<file path="config.mk">
export PLATFORM = sky130hd
export DESIGN_NAME = ready_queue_process_scheduler_flat
export DESIGN_NICKNAME = d
export VERILOG_FILES = /design/src/hdl/rqs_pkg.sv /design/src/hdl/rqs_if.sv /design/src/hdl/rqs_cell.sv /design/src/hdl/ready_queue_process_scheduler.sv /design/src/flat_wrapper.sv
export SDC_FILE = /design/constraint.sdc
export NUM_CORES = 2
export LEC_CHECK = 0
export ABC_AREA = 1
export BUFFER_PORTS_ARGS = -buffer_cell sky130_fd_sc_hd__buf_4
export CAP_MARGIN = 40
export CORE_ASPECT_RATIO = 0.7
export CORE_MARGIN = 1.5
export CORE_UTILIZATION = 60
export CTS_CLUSTER_SIZE = 30
export DETAILED_ROUTE_END_ITERATION = 8
export HOLD_SLACK_MARGIN = 0.12
export PLACE_DENSITY = 0.83
export SLEW_MARGIN = 10
export SYNTH_ARGS = -nofsm -noshare
export SYNTH_HDL_FRONTEND = slang
export SYNTH_SLANG_ARGS = --single-unit
</file>
<file path="constraint.sdc">
create_clock -name clk -period 25.1 [get_ports clk]
set_input_delay 0 -clock clk [delete_from_list [all_inputs] [get_ports clk]]
set_output_delay 0 -clock clk [all_outputs]
set_load 0.005 [all_outputs]
</file>
<file path="src/hdl/rqs_pkg.sv">
// shared types and constants of the ready queue process scheduler
package rqs_pkg;

  localparam int MAX_PROCS = 16;
  localparam int CNT_W     = $clog2(MAX_PROCS + 1);
  localparam int QC_W      = 5;
  localparam int ID_W      = 8;
  localparam int PRIO_W    = 16;
  localparam int TIME_W    = 16;

  typedef enum logic [1:0] {
    MODE_FCFS = 2'd0,
    MODE_SJF  = 2'd1,
    MODE_PRIO = 2'd2
  } rqs_mode_t;

  typedef enum logic [2:0] {
    STAT_ADDED    = 3'd0,
    STAT_REJECT   = 3'd1,
    STAT_REQUEUED = 3'd2,
    STAT_FINISHED = 3'd3,
    STAT_IDLE     = 3'd4
  } rqs_status_t;

  typedef enum logic {
    REQ_ADD  = 1'b0,
    REQ_TICK = 1'b1
  } rqs_req_t;

  typedef enum logic {
    ST_IDLE    = 1'b0,
    ST_REQUEUE = 1'b1
  } rqs_state_t;

  typedef struct packed {
    logic [ID_W-1:0]          id;
    logic signed [PRIO_W-1:0] prio;
    logic [TIME_W-1:0]        need;
    logic [TIME_W-1:0]        elapsed;
  } rqs_entry_t;

  // control broadcast to every cell of the queue
  typedef struct packed {
    logic       ins_en;
    logic       pop_en;
    logic [1:0] mode;
  } rqs_ctl_t;

endpackage

</file>
<file path="src/hdl/rqs_if.sv">
// channel interfaces of the ready queue process scheduler
interface rqs_in_if;
  logic        valid;
  logic        ready;
  logic        req_type;
  logic [7:0]  proc_id;
  logic signed [15:0] priority_req;
  logic [15:0] needed_time;

  modport source(output valid, req_type, proc_id, priority_req, needed_time, input ready);
  modport sink(input valid, req_type, proc_id, priority_req, needed_time, output ready);
endinterface

interface rqs_out_if;
  logic        valid;
  logic        ready;
  logic [2:0]  status;
  logic [7:0]  ran_id;
  logic signed [15:0] ran_priority;
  logic [15:0] ran_time;
  logic [4:0]  queue_count;

  modport source(output valid, status, ran_id, ran_priority, ran_time, queue_count,
                 input ready);
  modport sink(input valid, status, ran_id, ran_priority, ran_time, queue_count,
               output ready);
endinterface

interface rqs_cfg_if;
  logic       valid;
  logic       ready;
  logic [1:0] data;

  modport source(output valid, data, input ready);
  modport sink(input valid, data, output ready);
endinterface

</file>
<file path="src/hdl/rqs_cell.sv">
// one slot of the shift-cell ready queue
module rqs_cell (
  input  logic               clk,
  input  rqs_pkg::rqs_ctl_t  ctl,
  input  logic               occupied,
  input  logic               found_in,
  input  rqs_pkg::rqs_entry_t left_entry,
  input  rqs_pkg::rqs_entry_t right_entry,
  input  rqs_pkg::rqs_entry_t new_entry,
  output rqs_pkg::rqs_entry_t entry,
  output logic               found_out
);

  rqs_pkg::rqs_entry_t entry_r;
  logic                cond;
  logic                take_new;

  // new item belongs in front of this entry
  always_comb begin
    case (ctl.mode)
      rqs_pkg::MODE_SJF:  cond = occupied && (entry_r.need > new_entry.need);
      rqs_pkg::MODE_PRIO: cond = occupied && (entry_r.prio < new_entry.prio);
      default:            cond = 1'b0;
    endcase
  end

  assign take_new  = !found_in && (cond || !occupied);
  assign found_out = found_in || cond || !occupied;

  // pop shifts toward the head, insert shifts toward the tail
  always_ff @(posedge clk) begin
    if (ctl.pop_en) begin
      entry_r <= right_entry;
    end else if (ctl.ins_en) begin
      if (found_in) begin
        entry_r <= left_entry;
      end else if (take_new) begin
        entry_r <= new_entry;
      end
    end
  end

  assign entry = entry_r;

endmodule

</file>
<file path="src/hdl/ready_queue_process_scheduler.sv">
// top level of the ready queue process scheduler
//
// Bounded ready queue of up to rqs_pkg::MAX_PROCS processes held in a row of
// shift cells. Channels: in_ch carries add and tick requests, out_ch returns
// exactly one result transaction per request, cfg_ch writes the ordering mode
// (first come first served, shortest job first, priority).
// An add is compared against every cell at once; the first cell that the new
// process must precede, or else the first empty cell, takes it and all later cells shift one place back.
// A tick pops the head (all cells shift forward) and reports the result in
// the same cycle; a process that still needs time is reinserted in the
// following cycle, with in_ch.ready low for that one cycle.
// The result is registered and valid in the cycle after acceptance.
// Throughput: one add per cycle, one tick per cycle when the head finishes,
// while results are taken; a tick that requeues holds in_ch for the single reinsert pass.
// Stall: one output register; a request is taken only when that register is
// empty or being drained, so a stalled receiver holds back in_ch.ready.
// Reset (rst_n low, synchronous) empties the queue and sets the mode to first
// come first served; no clearing pass is needed.
module ready_queue_process_scheduler (
  input  logic             clk,
  input  logic             rst_n,
  rqs_in_if.sink           in_ch,
  rqs_out_if.source        out_ch,
  rqs_cfg_if.sink          cfg_ch
);

  localparam int N = rqs_pkg::MAX_PROCS;

  rqs_pkg::rqs_state_t state_r, state_nxt;
  logic [rqs_pkg::CNT_W-1:0] count_r, count_nxt;
  logic [1:0]          mode_r;
  rqs_pkg::rqs_entry_t pend_r;

  logic                        out_valid_r;
  rqs_pkg::rqs_status_t        out_status_r;
  logic [rqs_pkg::ID_W-1:0]    out_id_r;
  logic signed [rqs_pkg::PRIO_W-1:0] out_prio_r;
  logic [rqs_pkg::TIME_W-1:0]  out_time_r;
  logic [rqs_pkg::QC_W-1:0]    out_qc_r;

  rqs_pkg::rqs_entry_t cell_q [N];
  logic [N:0]          found;
  rqs_pkg::rqs_ctl_t   ctl;
  rqs_pkg::rqs_entry_t add_entry;
  rqs_pkg::rqs_entry_t ins_entry;

  logic in_fire;
  logic is_tick;
  logic full;
  logic empty;
  logic finished;
  logic [rqs_pkg::TIME_W-1:0]  rtime_inc;
  logic signed [rqs_pkg::PRIO_W-1:0] prio_dec;
  logic [rqs_pkg::QC_W-1:0]    qc_val;
  rqs_pkg::rqs_status_t        status_val;

  assign in_ch.ready  = (state_r == rqs_pkg::ST_IDLE) && (!out_valid_r || out_ch.ready);
  assign cfg_ch.ready = 1'b1;
  assign in_fire      = in_ch.valid && in_ch.ready;
  assign is_tick      = (in_ch.req_type == rqs_pkg::REQ_TICK);
  assign full         = (count_r == rqs_pkg::CNT_W'(N));
  assign empty        = (count_r == '0);

  // head process after this tick
  assign rtime_inc = (cell_q[0].elapsed != '1) ? cell_q[0].elapsed + 1'b1
                                               : cell_q[0].elapsed;
  assign finished  = (rtime_inc >= cell_q[0].need);
  assign prio_dec  = (cell_q[0].prio != {1'b1, {(rqs_pkg::PRIO_W-1){1'b0}}})
                     ? cell_q[0].prio - 1'b1 : cell_q[0].prio;

  // new process from the request, zero needed time counts as one
  always_comb begin
    add_entry.id      = in_ch.proc_id;
    add_entry.prio    = in_ch.priority_req;
    add_entry.need    = (in_ch.needed_time == '0) ? rqs_pkg::TIME_W'(1) : in_ch.needed_time;
    add_entry.elapsed = '0;
  end

  // queue control
  always_comb begin
    ctl.mode   = mode_r;
    ctl.pop_en = in_fire && is_tick && !empty;
    ctl.ins_en = (in_fire && !is_tick && !full) || (state_r == rqs_pkg::ST_REQUEUE);
    ins_entry  = (state_r == rqs_pkg::ST_REQUEUE) ? pend_r : add_entry;
  end

  // next state
  always_comb begin
    state_nxt = state_r;
    case (state_r)
      rqs_pkg::ST_IDLE: begin
        if (ctl.pop_en && !finished) begin
          state_nxt = rqs_pkg::ST_REQUEUE;
        end
      end
      rqs_pkg::ST_REQUEUE: state_nxt = rqs_pkg::ST_IDLE;
      default:             state_nxt = rqs_pkg::ST_IDLE;
    endcase
  end

  // waiting count
  always_comb begin
    count_nxt = count_r;
    if (state_r == rqs_pkg::ST_REQUEUE) begin
      count_nxt = rqs_pkg::CNT_W'(count_r + 1'b1);
    end else if (ctl.pop_en) begin
      count_nxt = rqs_pkg::CNT_W'(count_r - 1'b1);
    end else if (ctl.ins_en) begin
      count_nxt = rqs_pkg::CNT_W'(count_r + 1'b1);
    end
  end

  // result of the accepted transaction
  always_comb begin
    if (!is_tick) begin
      status_val = full ? rqs_pkg::STAT_REJECT : rqs_pkg::STAT_ADDED;
      qc_val     = full ? rqs_pkg::QC_W'(count_r) : rqs_pkg::QC_W'(count_r + 1'b1);
    end else if (empty) begin
      status_val = rqs_pkg::STAT_IDLE;
      qc_val     = '0;
    end else if (finished) begin
      status_val = rqs_pkg::STAT_FINISHED;
      qc_val     = rqs_pkg::QC_W'(count_r - 1'b1);
    end else begin
      status_val = rqs_pkg::STAT_REQUEUED;
      qc_val     = rqs_pkg::QC_W'(count_r);
    end
  end

  // control registers
  always_ff @(posedge clk) begin
    if (!rst_n) begin
      state_r     <= rqs_pkg::ST_IDLE;
      count_r     <= '0;
      mode_r      <= rqs_pkg::MODE_FCFS;
      out_valid_r <= 1'b0;
    end else begin
      state_r <= state_nxt;
      count_r <= count_nxt;
      if (cfg_ch.valid && cfg_ch.ready) begin
        mode_r <= cfg_ch.data;
      end
      if (in_fire) begin
        out_valid_r <= 1'b1;
      end else if (out_ch.ready) begin
        out_valid_r <= 1'b0;
      end
    end
  end

  // result payload and pending reinsert, a finishing process keeps its priority
  always_ff @(posedge clk) begin
    if (in_fire) begin
      out_status_r <= status_val;
      out_qc_r     <= qc_val;
      if (ctl.pop_en) begin
        out_id_r   <= cell_q[0].id;
        out_prio_r <= finished ? cell_q[0].prio : prio_dec;
        out_time_r <= rtime_inc;
      end else begin
        out_id_r   <= '0;
        out_prio_r <= '0;
        out_time_r <= '0;
      end
    end
    if (ctl.pop_en) begin
      pend_r.id      <= cell_q[0].id;
      pend_r.prio    <= prio_dec;
      pend_r.need    <= cell_q[0].need;
      pend_r.elapsed <= rtime_inc;
    end
  end

  assign out_ch.valid        = out_valid_r;
  assign out_ch.status       = out_status_r;
  assign out_ch.ran_id       = out_id_r;
  assign out_ch.ran_priority = out_prio_r;
  assign out_ch.ran_time     = out_time_r;
  assign out_ch.queue_count  = out_qc_r;

  // row of queue cells, insert position found by a chain along the row
  assign found[0] = 1'b0;

  for (genvar i = 0; i < N; i++) begin : g_cell
    rqs_cell u_cell (
      .clk        (clk),
      .ctl        (ctl),
      .occupied   (count_r > rqs_pkg::CNT_W'(i)),
      .found_in   (found[i]),
      .left_entry ((i == 0) ? ins_entry : cell_q[(i == 0) ? 0 : i - 1]),
      .right_entry(cell_q[(i == N - 1) ? i : i + 1]),
      .new_entry  (ins_entry),
      .entry      (cell_q[i]),
      .found_out  (found[i + 1])
    );
  end

endmodule

</file>
<file path="src/flat_wrapper.sv">
// flat-port wrapper written by rule: the top's interface ports become plain ports
module ready_queue_process_scheduler_flat 
  (clk, rst_n, in_ch_valid, in_ch_req_type, in_ch_proc_id, in_ch_priority_req, in_ch_needed_time, in_ch_ready, out_ch_valid, out_ch_status, out_ch_ran_id, out_ch_ran_priority, out_ch_ran_time, out_ch_queue_count, out_ch_ready, cfg_ch_valid, cfg_ch_data, cfg_ch_ready);
  rqs_in_if in_ch_i ();
  rqs_out_if out_ch_i ();
  rqs_cfg_if cfg_ch_i ();
  input  logic clk;
  input  logic rst_n;
  input wire logic [$bits(in_ch_i.valid)-1:0] in_ch_valid;
  input wire logic [$bits(in_ch_i.req_type)-1:0] in_ch_req_type;
  input wire logic [$bits(in_ch_i.proc_id)-1:0] in_ch_proc_id;
  input wire logic [$bits(in_ch_i.priority_req)-1:0] in_ch_priority_req;
  input wire logic [$bits(in_ch_i.needed_time)-1:0] in_ch_needed_time;
  output wire logic [$bits(in_ch_i.ready)-1:0] in_ch_ready;
  output wire logic [$bits(out_ch_i.valid)-1:0] out_ch_valid;
  output wire logic [$bits(out_ch_i.status)-1:0] out_ch_status;
  output wire logic [$bits(out_ch_i.ran_id)-1:0] out_ch_ran_id;
  output wire logic [$bits(out_ch_i.ran_priority)-1:0] out_ch_ran_priority;
  output wire logic [$bits(out_ch_i.ran_time)-1:0] out_ch_ran_time;
  output wire logic [$bits(out_ch_i.queue_count)-1:0] out_ch_queue_count;
  input wire logic [$bits(out_ch_i.ready)-1:0] out_ch_ready;
  input wire logic [$bits(cfg_ch_i.valid)-1:0] cfg_ch_valid;
  input wire logic [$bits(cfg_ch_i.data)-1:0] cfg_ch_data;
  output wire logic [$bits(cfg_ch_i.ready)-1:0] cfg_ch_ready;
  assign in_ch_i.valid = in_ch_valid;
  assign in_ch_i.req_type = in_ch_req_type;
  assign in_ch_i.proc_id = in_ch_proc_id;
  assign in_ch_i.priority_req = in_ch_priority_req;
  assign in_ch_i.needed_time = in_ch_needed_time;
  assign in_ch_ready = in_ch_i.ready;
  assign out_ch_valid = out_ch_i.valid;
  assign out_ch_status = out_ch_i.status;
  assign out_ch_ran_id = out_ch_i.ran_id;
  assign out_ch_ran_priority = out_ch_i.ran_priority;
  assign out_ch_ran_time = out_ch_i.ran_time;
  assign out_ch_queue_count = out_ch_i.queue_count;
  assign out_ch_i.ready = out_ch_ready;
  assign cfg_ch_i.valid = cfg_ch_valid;
  assign cfg_ch_i.data = cfg_ch_data;
  assign cfg_ch_ready = cfg_ch_i.ready;
  ready_queue_process_scheduler u_core (.clk(clk), .rst_n(rst_n), .in_ch(in_ch_i), .out_ch(out_ch_i), .cfg_ch(cfg_ch_i));
endmodule
</file>
==> summary.txt <==
Clocking
  • Clock buffer count from CTS: 98
  • TritonCTS clock tree: yes
  • Clock latency of the later-clocked register in the worst-skew pair: 0.73 ns
  • Post-cts gate resize count: 0
  • Maximum clock path buffer count: 3
  • Clock slew seen by the registers of the worst setup and hold paths: about 0.06 ns
  • CTS Root Cell: clkbuf_16
  • Level count of the clock H-tree: 3
  • Sink Count: slightly above 1000

Worst setup path
  • Required time of the critical path: 25.52 ns
  • Critical Setup Path Class: flip-flop to flip-flop
  • Capture instance of the worst register-to-register path: u_core.g_cell[14].u_cell.entry[31]
  • Cell with the most instances on the worst path: nand2_1
  • Critical-path cell with the highest stage delay: dfxtp_2
  • Launch instance of the worst register-to-register path: u_core.state_r
  • Worst setup endpoint: u_core.g_cell[14].u_cell.entry[31]
  • Endpoint arrival time on the critical path: 9.67 ns
  • Kind of start point of the critical path: flip-flop
  • Register-to-register setup slack: 15.85 ns
  • Largest fanout on the critical path: 64
  • CP Capture Type: flip-flop
  • Worst reg2reg path depth: 30
  • First element of the critical path: u_core.state_r
  • Delay contributed by the slowest stage of the critical path: just under 0.9 ns

Job
  • Max-Cap Viols: 0

Global route
  • Overall overflow remaining after global route: 0
  • Total routing resource utilization after global routing: 38.5%
  • Global-route wire length before repair: 315000 um
  • Number of global-route vias before repair: approximately 54000
  • Pin count of the biggest net entering global routing: 243
  • Number of antenna violations at the first check in global routing: 8

Logic synthesis
  • Area fraction of the dominant cell type after synthesis: 48.3%
  • Most frequent cell after synthesis: nand2_1
  • Total nets after synthesis: 7797
  • Syn avg cell area: 8.56 um^2
  • Flop and latch count out of synthesis: 1009
  • Unique cell type count in the Yosys netlist: 59
  • Number of enable-type register cells in the synthesized netlist: 1000
  • Area of the mapped netlist: roughly 62000 um^2
  • Most numerous cell types in the synthesized netlist: nand2_1, o21ai_0, edfxtp_1
  • Cells taking the most area after synthesis: edfxtp_1, o21ai_0, ha_1, nand2_1, inv_1
  • Sequential element share of the synthesized area: 48.6%
  • Mapped Cells: about 7300
  • Cell type contributing the most total cell area after synthesis: edfxtp_1
  • Yosys warning count: 0
  • Most used flip-flop cell after synthesis: edfxtp_1
  • Share of async-settable or async-resettable flops after synthesis: 0%

Placement
  • Post-DP HPWL: 137000 um
  • Gpl congestion: 0.999
  • Input/output buffers: 97
  • Worst setup slack before clock tree synthesis: 16.17 ns

Routing
  • Number of detailed-route iterations in the first pass: 7
  • Antenna-violating nets left: 0
  • Routed via count: about 57000
  • Post-detailed-route DRC marker count: 0
  • Number of vias per cell after detailed routing: 6.57
  • Starting DRT DRC Count: 8734
  • Final wirelength: 208000 um
  • Routed wirelength normalized by instance count: about 24 um

Finish
  • Sequential cell area: 30200 um^2
  • Number of nets in the layout: 7757
  • Layout overhead on the synthesized area: 10.2%
  • Filler Cell Count: approximately 8000
  • Area used by multi-input combinational logic: 27900 um^2
  • Share of post-route cells with drive strength above 1: 6.66%

STA
  • Endpoints failing hold: 0
  • Portion of the clock cycle consumed by the worst path in the final layout: between 30% and 40%
  • Least setup slack across all paths after layout: 15.85 ns
  • Final setup skew: 0.0379 ns
  • TNS Setup: 0 ns
  • Final number of setup-violating endpoints: 0
  • Time the final worst path needs with I/O delays and setup: 9.26 ns
  • Unrepaired setup endpoints after global routing: no
  • Slew HR: a little under a third
  • Slew Viols, Final: 0
  • Maximum frequency from static timing analysis: approximately 0.11 GHz
  • Transition time of the tightest slew-check pin: 1.04 ns

Min path
  • Worst min-delay path category: primary input to flip-flop

Power and ir drop
  • Leakage component of the power: around 28 nW
  • Worst VDD drop: slightly below 0.07 mV
  • Pwr Density: between 100 and 150 nW/um^2

Floorplan
  • Die ar.: between 100000 and 150000 um^2
  • Die X-Extent: around 390 um
  • Number of standard-cell rows in the floorplan: 98
  • Core box area: slightly above 100000 um^2
  • Top-Level Pins: between 90 and 100
  • Initial standard-cell utilization of the core: 60.7%
  • Die Y-Extent: 272 um

Status
  • Outcome: finished, final reports clean
-- stage by stage --
step                      instance area (um^2)  util, %  instances  hold slack, ns  power [mW]
after global placement                   64100     62.6       8400           0.242        5.37
after floorplan                          62200        -       7260           0.113        4.58
final                                    68500     66.9       8653           0.151        7.26
after global routing                     68500     66.9       8650           0.196        7.61
after CTS                                68400     66.8       8646           0.121        7.12
after detailed placement                 64600     63.1       8420           0.239        5.52
-- registers in the layout (all words and copies together), names as in the netlist, 3 cells and up --
signal,flops
u_core.count_r,5
u_core.out_ch.ran_id,8
u_core.out_ch.queue_count,5
u_core.pend_r,56
u_core.out_ch.status,3
u_core.out_ch.ran_priority,16
u_core.g_cell.u_cell.entry,896
u_core.out_ch.ran_time,16
-- layer usage --
layer	global-route usage, %	part of all wire, %	up-vias
li1	-	-	25194
met1	52.4	37	26395
met2	56.2	42	4532
met3	9.54	14	722
met4	22.5	6.5	2
met5	0	0.011	-
-- placed cells by master (no fill, tap or decap), types with 7 or more instances in the layout --
cell type         n
a211oi_1         23
a21oi_1         481
a31oi_1           9
buf_12            8
buf_16           15
buf_4           204
bufinv_16        15
clkbuf_1         18
clkbuf_16        99
clkbuf_8          9
clkinv_1         29
clkinv_2         18
dfxtp_1           8
dlygate4sd3_1    46
edfxtp_1       1000
ha_1            489
inv_1           693
inv_2            18
nand2_1        1621
nand3_1         333
nand4_1          35
nor2_1          339
nor2_4            7
nor3_1           56
nor4_1           14
o211ai_1         64
o21ai_0        1374
o21ai_1          13
o21ai_2          18
o21ai_4          10
o21bai_1          7
o221ai_1         17
o22ai_1          66
or2_2            29
xor2_1           21
-- worst min-delay path by stage --
stage                     startpoint                                 end  slack, ns  cells past startpoint
4_1_cts        in_ch_needed_time[13]  u_core.g_cell[15].u_cell.entry[29]       0.12                      5
5_1_grt                        rst_n                   u_core.count_r[2]       0.20                      4
3_5_place_dp          cfg_ch_data[1]                    u_core.mode_r[1]       0.24                      3
3_3_place_gp          cfg_ch_data[1]                    u_core.mode_r[1]       0.24                      3
6_report                       rst_n                   u_core.count_r[2]       0.15                      4
2_1_floorplan                  rst_n                   u_core.count_r[1]       0.11                      2
-- where the power goes --
group,total [mW],internal (mW),switching [mW],leakage (nW)
Sequential,2.99,2.64,0.347,9.61
Combinational,2.67,0.830,1.84,17.1
Clock,1.60,0.907,0.698,1.65
-- final cells by class --
cell class | instances | area share [%]
Antenna cell | 3 | 0.0110
Inverter | 730 | 4.01
Timing Repair Buffer | 277 | 3.77
Multi-Input combinational cell | 5104 | 40.7
Clock inverter | 54 | 1.01
Tap cell | 1350 | 2.47
Clock buffer | 126 | 3.90
Sequential cell | 1009 | 44.1
-- worst max-delay path, delay by kind of cell, from the launching register on --
kind | cells | cell delay (ns)
AO/OA/AOI/OAI | 2 | 0.31
adder cells (fa/ha/maj) | 1 | 0.21
buffers and inverters | 8 | 3.59
flip-flops | 1 | 0.88
AND/OR/NAND/NOR | 19 | 3.88
-- what timing repair did --
item                                    CTS  global route
endpoints found under the hold margin   208             0
hold buffers                             46             0
buffers inserted                          0             0
endpoints found under the setup margin    0             0
-- kinds of logic after synthesis --
group	synth area share [%]
flops	48.6
fa+ha+maj	9.84
xor+xnor	0.324
buf+inv	7.01
other cells	0.00603
compound gates	18.0
simple gates	16.3
(Power assumes the default switching activity.)
